<file path="config.mk">
export PLATFORM = sky130hd
export DESIGN_NAME = stack_machine_with_bump_heap_unit
export DESIGN_NICKNAME = d
export VERILOG_FILES = /design/src/design/smb_pkg.sv /design/src/design/smb_ram.sv /design/src/design/stack_machine_with_bump_heap_unit.sv
export SDC_FILE = /design/constraint.sdc
export NUM_CORES = 2
export LEC_CHECK = 0
export ABC_CLOCK_PERIOD_IN_PS = 11000
export CORE_MARGIN = 1.5
export CORE_UTILIZATION = 41
export CTS_CLUSTER_SIZE = 25
export DETAILED_ROUTE_END_ITERATION = 7
export DONT_BUFFER_PORTS = 1
export HOLD_SLACK_MARGIN = 0.15
export MAX_ROUTING_LAYER = met4
export SLEW_MARGIN = 10
export SYNTH_ARGS = -nofsm -noshare
export SYNTH_HDL_FRONTEND = slang
export SYNTH_HIERARCHICAL = 1
export SYNTH_SLANG_ARGS = --single-unit
</file>
<file path="constraint.sdc">
create_clock -name clk_i -period 11 [get_ports clk_i]
set_clock_uncertainty 0.2 [all_clocks]
set_input_delay 0.55 -clock clk_i [delete_from_list [all_inputs] [get_ports clk_i]]
set_output_delay 0.55 -clock clk_i [all_outputs]
set_load 0.05 [all_outputs]
</file>
<file path="src/design/smb_pkg.sv">
package smb_pkg;

  // Item kinds
  localparam logic [1:0] KIND_LOAD  = 2'd0;
  localparam logic [1:0] KIND_CLEAR = 2'd1;
  localparam logic [1:0] KIND_RUN   = 2'd2;
  localparam logic [1:0] KIND_SPARE = 2'd3;

  // Result status
  localparam logic [1:0] ST_OK    = 2'd0;
  localparam logic [1:0] ST_HALT  = 2'd1;
  localparam logic [1:0] ST_FAULT = 2'd2;
  localparam logic [1:0] ST_LIMIT = 2'd3;

  // Fault codes
  localparam logic [3:0] F_NONE      = 4'd0;
  localparam logic [3:0] F_FETCH     = 4'd1;
  localparam logic [3:0] F_OPCODE    = 4'd2;
  localparam logic [3:0] F_OVERFLOW  = 4'd3;
  localparam logic [3:0] F_UNDERFLOW = 4'd4;
  localparam logic [3:0] F_INDEX     = 4'd5;
  localparam logic [3:0] F_ALLOC     = 4'd6;
  localparam logic [3:0] F_HEAP      = 4'd7;
  localparam logic [3:0] F_FULL      = 4'd8;

  // Opcodes
  localparam logic [31:0] OP_HALT = 32'd0;
  localparam logic [31:0] OP_PUSH = 32'd1;
  localparam logic [31:0] OP_COPY = 32'd2;
  localparam logic [31:0] OP_STORE = 32'd3;
  localparam logic [31:0] OP_DROP = 32'd4;
  localparam logic [31:0] OP_SWAP = 32'd5;
  localparam logic [31:0] OP_JUMP = 32'd6;
  localparam logic [31:0] OP_JIFZ = 32'd7;
  localparam logic [31:0] OP_NEW  = 32'd8;
  localparam logic [31:0] OP_SV32 = 32'd9;
  localparam logic [31:0] OP_RD32 = 32'd10;
  localparam logic [31:0] OP_GT   = 32'd11;
  localparam logic [31:0] OP_ADD  = 32'd12;
  localparam logic [31:0] OP_SUB  = 32'd13;

  localparam logic [23:0] STEP_LIMIT_RST = 24'd1048576;

  typedef enum logic [11:0] {
    S_IDLE  = 12'b000000000001,
    S_CLR   = 12'b000000000010,
    S_FETCH = 12'b000000000100,
    S_OP    = 12'b000000001000,
    S_ARG   = 12'b000000010000,
    S_STK   = 12'b000000100000,
    S_SWP   = 12'b000001000000,
    S_TOPRD = 12'b000010000000,
    S_TOPLD = 12'b000100000000,
    S_HWR   = 12'b001000000000,
    S_HRD   = 12'b010000000000,
    S_DONE  = 12'b100000000000
  } state_e;

endpackage

</file>
<file path="src/design/smb_ram.sv">
module smb_ram #(
  parameter int Width = 32,
  parameter int Depth = 64
) (
  input  logic                     clk_i,
  input  logic                     we_i,
  input  logic [$clog2(Depth)-1:0] addr_i,
  input  logic [Width-1:0]         wdata_i,
  output logic [Width-1:0]         rdata_o
);

  logic [Width-1:0] mem_q [Depth];

  // Single port, registered read
  always_ff @(posedge clk_i) begin
    if (we_i) begin
      mem_q[addr_i] <= wdata_i;
    end
    rdata_o <= mem_q[addr_i];
  end

endmodule

</file>
<file path="src/design/stack_machine_with_bump_heap_unit.sv">
// Stack machine with bump heap. Program words, value stack and heap bytes each
// live in a single-port RAM with registered read. A load or kind-3 item goes
// straight to posting its result; a clear item sweeps the heap RAM to zero
// before posting, and the same sweep runs after reset before the first item
// is taken. A run item steps through its instructions at a pace set by the
// shared program and stack RAM ports (fetch, operand, stack read, top-of-stack
// reload), and rd32 and sv32 move one byte at a time over the byte-wide heap
// port. The next item is taken only after the result has been transferred.
module stack_machine_with_bump_heap_unit #(
  parameter int PROGRAM_DEPTH = 64,
  parameter int STACK_DEPTH   = 32,
  parameter int HEAP_BYTES    = 32
) (
  input  logic        clk_i,
  input  logic        rst_ni,
  input  logic        cfg_valid_i,
  output logic        cfg_ready_o,
  input  logic [23:0] cfg_step_limit_i,
  input  logic        in_valid_i,
  output logic        in_ready_o,
  input  logic [1:0]  in_kind_i,
  input  logic signed [31:0] in_word_i,
  output logic        out_valid_o,
  input  logic        out_ready_i,
  output logic [1:0]  out_status_o,
  output logic [3:0]  out_fault_code_o,
  output logic signed [31:0] out_top_value_o,
  output logic [5:0]  out_stack_depth_o,
  output logic [5:0]  out_heap_used_o,
  output logic [6:0]  out_stop_pc_o
);

  localparam int PA  = $clog2(PROGRAM_DEPTH);
  localparam int PCW = $clog2(PROGRAM_DEPTH + 1);
  localparam int SA  = $clog2(STACK_DEPTH);
  localparam int SW  = $clog2(STACK_DEPTH + 1);
  localparam int HA  = $clog2(HEAP_BYTES);
  localparam int HW  = $clog2(HEAP_BYTES + 1);

  smb_pkg::state_e st_q, st_d;
  logic [23:0] limit_q, limit_d;
  logic [23:0] rem_q, rem_d;
  logic [PCW-1:0] len_q, len_d, pc_q, pc_d, at_q, at_d;
  logic [SW-1:0] dep_q, dep_d;
  logic [HW-1:0] hl_q, hl_d;
  logic [31:0] top_q, top_d, op_q, op_d, arg_q, arg_d, rd_q, rd_d;
  logic [31:0] ha_q, ha_d;
  logic [2:0] cnt_q, cnt_d;
  logic [HA-1:0] swp_q, swp_d;
  logic init_q, init_d;
  logic out_vld_q, out_vld_d;
  logic [1:0] ost_q, ost_d;
  logic [3:0] ofc_q, ofc_d;
  logic [PCW-1:0] opc_q, opc_d;

  logic p_we, s_we, h_we;
  logic [PA-1:0] p_addr;
  logic [SA-1:0] s_addr;
  logic [HA-1:0] h_addr;
  logic [31:0] p_wdata, p_rdata, s_wdata, s_rdata, res;
  logic [7:0] h_wdata, h_rdata;
  logic [32:0] d32;

  smb_ram #(.Width(32), .Depth(PROGRAM_DEPTH)) u_prog (
    .clk_i, .we_i(p_we), .addr_i(p_addr), .wdata_i(p_wdata), .rdata_o(p_rdata));
  smb_ram #(.Width(32), .Depth(STACK_DEPTH)) u_stack (
    .clk_i, .we_i(s_we), .addr_i(s_addr), .wdata_i(s_wdata), .rdata_o(s_rdata));
  smb_ram #(.Width(8), .Depth(HEAP_BYTES)) u_heap (
    .clk_i, .we_i(h_we), .addr_i(h_addr), .wdata_i(h_wdata), .rdata_o(h_rdata));

  function automatic logic [PCW-1:0] sat_pc(logic [31:0] t);
    return (t >= 32'(PROGRAM_DEPTH)) ? PCW'(PROGRAM_DEPTH) : PCW'(t);
  endfunction

  assign cfg_ready_o = 1'b1;
  assign in_ready_o  = (st_q == smb_pkg::S_IDLE) && !out_vld_q;
  assign out_valid_o = out_vld_q;
  assign out_status_o = ost_q;
  assign out_fault_code_o = ofc_q;
  assign out_top_value_o = top_q;
  assign out_stack_depth_o = 6'(dep_q);
  assign out_heap_used_o = 6'(hl_q);
  assign out_stop_pc_o = 7'(opc_q);

  // Sequencer
  always_comb begin
    st_d = st_q; limit_d = limit_q; rem_d = rem_q; len_d = len_q; pc_d = pc_q;
    at_d = at_q; dep_d = dep_q; hl_d = hl_q; top_d = top_q; op_d = op_q;
    arg_d = arg_q; rd_d = rd_q; ha_d = ha_q; cnt_d = cnt_q; swp_d = swp_q;
    init_d = init_q;
    out_vld_d = out_vld_q; ost_d = ost_q; ofc_d = ofc_q; opc_d = opc_q;
    p_we = 1'b0; p_addr = PA'(pc_q); p_wdata = in_word_i;
    s_we = 1'b0; s_addr = SA'(dep_q); s_wdata = top_q;
    h_we = 1'b0; h_addr = HA'(ha_q + 32'(cnt_q)); h_wdata = 8'(top_q >> (8 * cnt_q));
    res = '0;
    d32 = {{(33-SW){1'b0}}, dep_q};

    if (cfg_valid_i) begin
      limit_d = cfg_step_limit_i;
    end
    if (out_vld_q && out_ready_i) begin
      out_vld_d = 1'b0;
    end

    unique case (st_q)
      smb_pkg::S_IDLE: begin
        if (in_valid_i && in_ready_o) begin
          ost_d = smb_pkg::ST_OK; ofc_d = smb_pkg::F_NONE; opc_d = '0;
          st_d = smb_pkg::S_DONE;
          unique case (in_kind_i)
            smb_pkg::KIND_LOAD: begin
              if (len_q >= PCW'(PROGRAM_DEPTH)) begin
                ost_d = smb_pkg::ST_FAULT; ofc_d = smb_pkg::F_FULL;
              end else begin
                p_we = 1'b1; p_addr = PA'(len_q); len_d = len_q + 1'b1;
              end
            end
            smb_pkg::KIND_CLEAR: begin
              len_d = '0; dep_d = '0; hl_d = '0; top_d = '0; swp_d = '0;
              st_d = smb_pkg::S_CLR;
            end
            smb_pkg::KIND_RUN: begin
              rem_d = limit_q; pc_d = '0; st_d = smb_pkg::S_FETCH;
            end
            default: ;
          endcase
        end
      end
      // zero the heap one byte a cycle; the sweep after reset posts no result
      smb_pkg::S_CLR: begin
        h_we = 1'b1; h_addr = swp_q; h_wdata = '0; swp_d = swp_q + 1'b1;
        if (swp_q == HA'(HEAP_BYTES - 1)) begin
          st_d = init_q ? smb_pkg::S_IDLE : smb_pkg::S_DONE;
          init_d = 1'b0;
        end
      end
      smb_pkg::S_DONE: begin
        out_vld_d = 1'b1; st_d = smb_pkg::S_IDLE;
      end
      smb_pkg::S_FETCH: begin
        at_d = pc_q;
        if (rem_q == '0) begin
          ost_d = smb_pkg::ST_LIMIT; opc_d = pc_q; st_d = smb_pkg::S_DONE;
        end else if (pc_q >= len_q) begin
          rem_d = rem_q - 1'b1;
          ost_d = smb_pkg::ST_FAULT; ofc_d = smb_pkg::F_FETCH; opc_d = pc_q;
          st_d = smb_pkg::S_DONE;
        end else begin
          rem_d = rem_q - 1'b1; pc_d = pc_q + 1'b1; st_d = smb_pkg::S_OP;
        end
      end
      smb_pkg::S_OP: begin
        op_d = p_rdata;
        ost_d = smb_pkg::ST_FAULT; opc_d = at_q;
        st_d = smb_pkg::S_DONE;
        unique if (p_rdata == smb_pkg::OP_HALT) begin
          ost_d = smb_pkg::ST_HALT;
        end else if (p_rdata == smb_pkg::OP_PUSH || p_rdata == smb_pkg::OP_COPY ||
                     p_rdata == smb_pkg::OP_DROP || p_rdata == smb_pkg::OP_NEW) begin
          if (pc_q >= len_q) begin
            ofc_d = smb_pkg::F_FETCH; opc_d = pc_q;
          end else begin
            pc_d = pc_q + 1'b1; st_d = smb_pkg::S_ARG;
          end
        end else if (p_rdata == smb_pkg::OP_STORE || p_rdata == smb_pkg::OP_RD32) begin
          if (dep_q < SW'(1)) begin
            ofc_d = smb_pkg::F_UNDERFLOW;
          end else if (pc_q >= len_q) begin
            ofc_d = smb_pkg::F_FETCH; opc_d = pc_q;
          end else begin
            pc_d = pc_q + 1'b1; st_d = smb_pkg::S_ARG;
          end
        end else if (p_rdata == smb_pkg::OP_SV32) begin
          if (dep_q < SW'(2)) begin
            ofc_d = smb_pkg::F_UNDERFLOW;
          end else if (pc_q >= len_q) begin
            ofc_d = smb_pkg::F_FETCH; opc_d = pc_q;
          end else begin
            pc_d = pc_q + 1'b1; st_d = smb_pkg::S_ARG;
          end
        end else if (p_rdata == smb_pkg::OP_JUMP) begin
          if (dep_q < SW'(1)) begin
            ofc_d = smb_pkg::F_UNDERFLOW;
          end else begin
            pc_d = sat_pc(top_q); dep_d = dep_q - 1'b1;
            ost_d = ost_q; st_d = smb_pkg::S_TOPRD;
          end
        end else if (p_rdata == smb_pkg::OP_SWAP || p_rdata == smb_pkg::OP_JIFZ ||
                     p_rdata == smb_pkg::OP_GT || p_rdata == smb_pkg::OP_ADD ||
                     p_rdata == smb_pkg::OP_SUB) begin
          if (dep_q < SW'(2)) begin
            ofc_d = smb_pkg::F_UNDERFLOW;
          end else begin
            s_addr = SA'(dep_q - SW'(2)); ost_d = ost_q; st_d = smb_pkg::S_STK;
          end
        end else begin
          ofc_d = smb_pkg::F_OPCODE;
        end
        if (st_d != smb_pkg::S_DONE) begin
          ofc_d = ofc_q; opc_d = opc_q;
        end
      end
      smb_pkg::S_ARG: begin
        arg_d = p_rdata;
        st_d = smb_pkg::S_FETCH;
        unique case (1'b1)
          (op_q == smb_pkg::OP_PUSH): begin
            if (dep_q >= SW'(STACK_DEPTH)) begin
              ost_d = smb_pkg::ST_FAULT; ofc_d = smb_pkg::F_OVERFLOW; opc_d = at_q;
              st_d = smb_pkg::S_DONE;
            end else begin
              s_we = 1'b1; s_wdata = p_rdata; top_d = p_rdata; dep_d = dep_q + 1'b1;
            end
          end
          (op_q == smb_pkg::OP_COPY): begin
            if ({1'b0, p_rdata} >= d32) begin
              ost_d = smb_pkg::ST_FAULT; ofc_d = smb_pkg::F_INDEX; opc_d = at_q;
              st_d = smb_pkg::S_DONE;
            end else if (dep_q >= SW'(STACK_DEPTH)) begin
              ost_d = smb_pkg::ST_FAULT; ofc_d = smb_pkg::F_OVERFLOW; opc_d = at_q;
              st_d = smb_pkg::S_DONE;
            end else begin
              s_addr = SA'(32'(dep_q) - 32'd1 - p_rdata); st_d = smb_pkg::S_STK;
            end
          end
          (op_q == smb_pkg::OP_STORE): begin
            if ({1'b0, p_rdata} >= d32 - 33'd1) begin
              ost_d = smb_pkg::ST_FAULT; ofc_d = smb_pkg::F_INDEX; opc_d = at_q;
              st_d = smb_pkg::S_DONE;
            end else begin
              s_we = 1'b1; s_addr = SA'(32'(dep_q) - 32'd2 - p_rdata);
              dep_d = dep_q - 1'b1; st_d = smb_pkg::S_TOPRD;
            end
          end
          (op_q == smb_pkg::OP_DROP): begin
            if ({1'b0, p_rdata} > d32) begin
              ost_d = smb_pkg::ST_FAULT; ofc_d = smb_pkg::F_UNDERFLOW; opc_d = at_q;
              st_d = smb_pkg::S_DONE;
            end else begin
              dep_d = dep_q - SW'(p_rdata); st_d = smb_pkg::S_TOPRD;
            end
          end
          (op_q == smb_pkg::OP_NEW): begin
            if (p_rdata == '0 ||
                {{(33-HW){1'b0}}, hl_q} + {1'b0, p_rdata} > 33'(HEAP_BYTES)) begin
              ost_d = smb_pkg::ST_FAULT; ofc_d = smb_pkg::F_ALLOC; opc_d = at_q;
              st_d = smb_pkg::S_DONE;
            end else if (dep_q >= SW'(STACK_DEPTH)) begin
              ost_d = smb_pkg::ST_FAULT; ofc_d = smb_pkg::F_OVERFLOW; opc_d = at_q;
              st_d = smb_pkg::S_DONE;
            end else begin
              s_we = 1'b1; s_wdata = 32'(hl_q); top_d = 32'(hl_q);
              dep_d = dep_q + 1'b1; hl_d = hl_q + HW'(p_rdata);
            end
          end
          (op_q == smb_pkg::OP_SV32): begin
            s_addr = SA'(dep_q - SW'(2)); st_d = smb_pkg::S_STK;
          end
          default: begin
            // rd32: address from the top entry
            ha_d = top_q + p_rdata; cnt_d = '0;
            if ({1'b0, top_q + p_rdata} + 33'd4 > {{(33-HW){1'b0}}, hl_q}) begin
              ost_d = smb_pkg::ST_FAULT; ofc_d = smb_pkg::F_HEAP; opc_d = at_q;
              st_d = smb_pkg::S_DONE;
            end else begin
              st_d = smb_pkg::S_HRD;
            end
          end
        endcase
      end
      // stack read data is valid here
      smb_pkg::S_STK: begin
        rd_d = s_rdata;
        st_d = smb_pkg::S_FETCH;
        unique case (1'b1)
          (op_q == smb_pkg::OP_COPY): begin
            s_we = 1'b1; s_wdata = s_rdata; top_d = s_rdata; dep_d = dep_q + 1'b1;
          end
          (op_q == smb_pkg::OP_SWAP): begin
            s_we = 1'b1; s_addr = SA'(dep_q - SW'(2)); st_d = smb_pkg::S_SWP;
          end
          (op_q == smb_pkg::OP_JIFZ): begin
            if (top_q == '0) begin
              pc_d = sat_pc(s_rdata);
            end
            dep_d = dep_q - SW'(2); st_d = smb_pkg::S_TOPRD;
          end
          (op_q == smb_pkg::OP_SV32): begin
            ha_d = s_rdata + arg_q; cnt_d = '0;
            if ({1'b0, s_rdata + arg_q} + 33'd4 > {{(33-HW){1'b0}}, hl_q}) begin
              ost_d = smb_pkg::ST_FAULT; ofc_d = smb_pkg::F_HEAP; opc_d = at_q;
              st_d = smb_pkg::S_DONE;
            end else begin
              st_d = smb_pkg::S_HWR;
            end
          end
          default: begin
            if (op_q == smb_pkg::OP_GT) begin
              res = ($signed(s_rdata) > $signed(top_q)) ? 32'd1 : 32'd0;
            end else if (op_q == smb_pkg::OP_ADD) begin
              res = s_rdata + top_q;
            end else begin
              res = s_rdata - top_q;
            end
            s_we = 1'b1; s_addr = SA'(dep_q - SW'(2)); s_wdata = res;
            top_d = res; dep_d = dep_q - 1'b1;
          end
        endcase
      end
      smb_pkg::S_SWP: begin
        s_we = 1'b1; s_addr = SA'(dep_q - 1'b1); s_wdata = rd_q; top_d = rd_q;
        st_d = smb_pkg::S_FETCH;
      end
      // reload the cached top after the depth moved down
      smb_pkg::S_TOPRD: begin
        s_addr = SA'(dep_q - 1'b1);
        if (dep_q == '0) begin
          top_d = '0; st_d = smb_pkg::S_FETCH;
        end else begin
          st_d = smb_pkg::S_TOPLD;
        end
      end
      smb_pkg::S_TOPLD: begin
        top_d = s_rdata; st_d = smb_pkg::S_FETCH;
      end
      // little-endian store, one byte a cycle
      smb_pkg::S_HWR: begin
        h_we = 1'b1; cnt_d = cnt_q + 1'b1;
        if (cnt_q == 3'd3) begin
          dep_d = dep_q - SW'(2); st_d = smb_pkg::S_TOPRD;
        end
      end
      // byte reads overlap with the capture of the previous byte
      smb_pkg::S_HRD: begin
        cnt_d = cnt_q + 1'b1;
        if (cnt_q != '0) begin
          rd_d = {h_rdata, rd_q[31:8]};
        end
        if (cnt_q == 3'd4) begin
          s_we = 1'b1; s_addr = SA'(dep_q - 1'b1); s_wdata = {h_rdata, rd_q[31:8]};
          top_d = {h_rdata, rd_q[31:8]}; st_d = smb_pkg::S_FETCH;
        end
      end
      default: st_d = smb_pkg::S_IDLE;
    endcase
  end

  always_ff @(posedge clk_i or negedge rst_ni) begin
    if (!rst_ni) begin
      st_q <= smb_pkg::S_CLR; limit_q <= smb_pkg::STEP_LIMIT_RST; len_q <= '0;
      dep_q <= '0; hl_q <= '0; top_q <= '0; swp_q <= '0; out_vld_q <= 1'b0;
      rem_q <= '0; pc_q <= '0; cnt_q <= '0; init_q <= 1'b1;
    end else begin
      st_q <= st_d; limit_q <= limit_d; len_q <= len_d; dep_q <= dep_d; hl_q <= hl_d;
      top_q <= top_d; swp_q <= swp_d; out_vld_q <= out_vld_d; rem_q <= rem_d;
      pc_q <= pc_d; cnt_q <= cnt_d; init_q <= init_d;
    end
  end

  // Payload registers
  always_ff @(posedge clk_i) begin
    at_q <= at_d; op_q <= op_d; arg_q <= arg_d; rd_q <= rd_d; ha_q <= ha_d;
    ost_q <= ost_d; ofc_q <= ofc_d; opc_q <= opc_d;
  end

  a_depth_bound : assert property (@(posedge clk_i) disable iff (!rst_ni)
    dep_q <= SW'(STACK_DEPTH)) else $error("stack depth beyond capacity");
  a_heap_bound : assert property (@(posedge clk_i) disable iff (!rst_ni)
    hl_q <= HW'(HEAP_BYTES)) else $error("heap use beyond capacity");
  a_len_bound : assert property (@(posedge clk_i) disable iff (!rst_ni)
    len_q <= PCW'(PROGRAM_DEPTH)) else $error("program length beyond capacity");
  a_empty_top : assert property (@(posedge clk_i) disable iff (!rst_ni)
    (out_vld_q && dep_q == '0) |-> top_q == '0) else $error("empty stack shows a top");

endmodule
</file>
==> qor.csv <==
metric,value,unit
wl_met1,194900,um
tightest_slew,1.469,ns
synthesis.area,0.1545,sq mm
grt-ovfl-total,0,
dpl_cell_area,0.1614,sq mm
ctsLongestPathBuffers,4,
yosys_warnings,6,
grt_pass1_wl,692000,um
syn_inst,10319,
met3_length,46220,um
hold_path.class,in -> async,
wl_per_cell,30.75,um
violations,capacitance limit,
finalSetupViolCount,0,
syn-num-nets,10615,
path_class,reg -> reg,
cp_max_fo,51,
ys_ff_latch,3649,
p_leak,59.10,nW
ir_worst_vdd,193.3,uV
gr-usage-all-layers,25.57,%
cts.htree.levels,5,
power-per-cell-area,193.4,mW/mm^2
nNetsFinal,10800,
ys_types,117,
insertion_delay,0.96,ns
drt_wl_total,487000,um
cts-root-buf,clkbuf_16,
top_layer,met4,
max-slew-margin-rel,1.183,%
synth_edf_count,3449,
dr_wl_met2,226000,um
yosysSeqAreaShare,70.03,%
required,11.58,ns
start_kind,flop,
crit_path_end_kind,flop,
viasPerCell,6.234,
clock.fmax,119.8,MHz
r2r-end,u_stack/rdata_o[2],
r2r-start,out_stack_depth_o[2],
r2r_setup_slack,2.65,ns
drc_errors,0,
final_area,0.1754,sq mm
r2r.worst_path.cells,21,
stdcell_count,15837,
numCtsBuffers,375,
cts_tree,done,
hold_violations,0,
status,finished with violations,
fin_crit_sh,75.88,%
dieHeight,616.9,um
drive_gt1_share,12.09,%
drt_iter0_drc,12995,
initial_utilization,41.18,%
rows,225,
timing.hold.ws,0.1656,ns
area_delta_synth_final,13.52,%
portBuffers,0,
grt_pass1_vias,95590,
async_reset_ff_share,3.508,%
fin_crit,8.347,ns
arrival,8.93,ns
avgSynthCellArea,14.98,sq um
path_clk_slew,0.06,ns
cts_resized,0,
ant_nets,0,
rsz0062_at_grt,no,
maxCapViolCount,1,
synthFlopType,edfxtp_1,
first_pass_iters,6,
die_w,616.9,um
dpl.hpwl,297200,um
slew_viol_final,0,
clock-sinks,3649,
dp.cells,14999,
antenna_found_initial,43,
vias,98720,
io_pins,123,
finalPower,33.93,mW
fp.coreArea,0.3753,sq mm
grt_max_degree,137,
routabilityCongestion,0.9457,
fin_tns_setup,0,ns
dieArea,0.3806,sq mm
==> cells in the final DEF, fill, tap and decap left out, types with 54 or more instances in the layout <==
master / instances
nor3_1: 137
clkbuf_1: 85
dlygate4sd3_1: 88
edfxtp_1: 3449
ha_1: 223
nor2_1: 370
dfxtp_1: 72
inv_1: 161
nand2_1: 506
clkinv_2: 60
nand2b_1: 56
clkbuf_16: 382
a21oi_1: 474
clkinv_1: 85
nor4_1: 135
mux2i_1: 829
nand3_1: 106
buf_4: 333
a221oi_1: 343
nor2_4: 96
o21ai_0: 314
xnor2_1: 77
mux2_2: 117
nand4_1: 66
a21o_1: 94
mux4_2: 54
o22ai_1: 477
a211oi_1: 72
dfrtp_1: 125
a22oi_1: 342
==> metrics by stage <==
step	setup WS (ns)	util [%]
final	2.653	46.75
after global routing	2.307	46.74
after CTS	2.773	46.72
after detailed placement	2.840	43.02
after global placement	2.421	42.98
after floorplan	2.568	-
==> how the worst max path moves through the flow <==
stage	startpoint	to	slack, ns	cells past startpoint
after floorplan	out_stack_depth_o[1]	u_stack/mem_q[25][0]	2.57	21
after global placement	st_q[2]	u_prog/rdata_o[3]	2.42	13
after detailed placement	out_stack_depth_o[2]	u_stack/rdata_o[2]	2.84	21
after CTS	out_stack_depth_o[2]	u_stack/rdata_o[2]	2.77	21
after global routing	out_stack_depth_o[2]	u_stack/rdata_o[4]	2.31	22
final	out_stack_depth_o[2]	u_stack/rdata_o[2]	2.65	21
==> synth_stat cells, types with 42 or more instances <==
cell,n,area share (%)
o21ai_0,319,1.0
xnor2_1,77,0.44
ha_1,223,1.8
a211oi_1,72,0.35
o221ai_1,42,0.24
nand3_1,107,0.35
buf_6,44,0.32
a221o_1,42,0.27
mux2_2,119,0.87
buf_1,55,0.13
inv_1,164,0.40
a22oi_1,343,1.7
nor3_1,144,0.47
mux2i_1,829,5.4
o22ai_1,477,1.9
mux4_2,54,0.79
o211ai_1,44,0.21
dfxtp_1,72,0.93
nand4_1,66,0.27
nor4_1,141,0.57
a21oi_1,479,1.6
clkbuf_1,296,0.72
nor2_1,470,1.1
a221oi_1,343,1.9
nand2b_1,57,0.23
dfrtp_1,125,2.0
edfxtp_1,3449,67
nand2_1,507,1.2
buf_2,243,0.79
a21o_1,94,0.46
==> repair_timing <==
| item | 4_1_cts | 5_1_grt |
|---|---|---|
| endpoints found under the hold margin | 2216 | 0 |
| hold buffers | 121 | 0 |
| buffers inserted | 0 | 0 |
==> critical path, stage by stage, from the launching register on <==
cell and delay, ns:
dfrtp_1 0.99, inv_1 0.30, ha_1 0.35, a21boi_0 0.18
xnor2_1 0.33, ha_1 0.31, o21a_1 0.11, o21a_1 0.16
o21ai_0 0.20, a21oi_1 0.12, a211o_1 0.28, a211o_1 0.32
a211oi_1 0.71, a21oi_1 0.18, a21oi_1 0.15, or3_4 0.49
buf_4 0.59, buf_4 0.83, mux2i_1 0.28, o22ai_1 0.10
nor4_1 0.80, nand2_1 0.10
==> registers in the layout (all words and copies together) (netlist names), 3 cells and up <==
register	cells
rd_q	32
swp_q	5
out_heap_used_o	6
len_q	7
cnt_q	3
op_q	32
limit_q	24
at_q	7
out_fault_code_o	4
u_heap/rdata_o	8
out_stack_depth_o	6
u_prog/mem_q	2048
u_prog/rdata_o	32
out_top_value_o	32
out_stop_pc_o	7
u_heap/mem_q	256
rem_q	24
ha_q	5
st_q	12
arg_q	32
pc_q	7
u_stack/rdata_o	32
u_stack/mem_q	1024
==> logic make-up after synthesis <==
logic type	Yosys count	synth area share, %
simple gates	1810	5.796
buf+inv	836	2.516
compound gates	2656	11.93
mux	1016	7.128
fa+ha+maj	233	1.935
flops	3649	70.03
xor+xnor	118	0.6688
other cells	1	0.002427
==> where the power goes <==
group | internal, mW | leakage [nW] | switching (mW)
Sequential | 15.4 | 34.5 | 0.388
Clock | 7.18 | 5.91 | 5.38
Combinational | 1.95 | 18.7 | 3.67
Total | 24.5 | 59.1 | 9.44
==> metal layers <==
| metal | vias up | GRT usage (%) |
|---|---|---|
| met5 | - | - |
| met4 | 0 | 9.364 |
| met3 | 1006 | 4.552 |
| met2 | 5285 | 39.67 |
| met1 | 50478 | 33.76 |
| li1 | 41951 | - |
==> final cells by class <==
cell class	instances	area [sq um]
Inverter	168	634.4
Clock buffer	490	10190
Timing Repair Buffer	476	4705
Multi-Input combinational cell	5834	43460
Tap cell	4994	6248
Antenna cell	21	52.55
Sequential cell	3649	108200
Fill cell	31972	199800
Clock inverter	205	1923
Note: power is estimated with default switching activity, not from simulation.
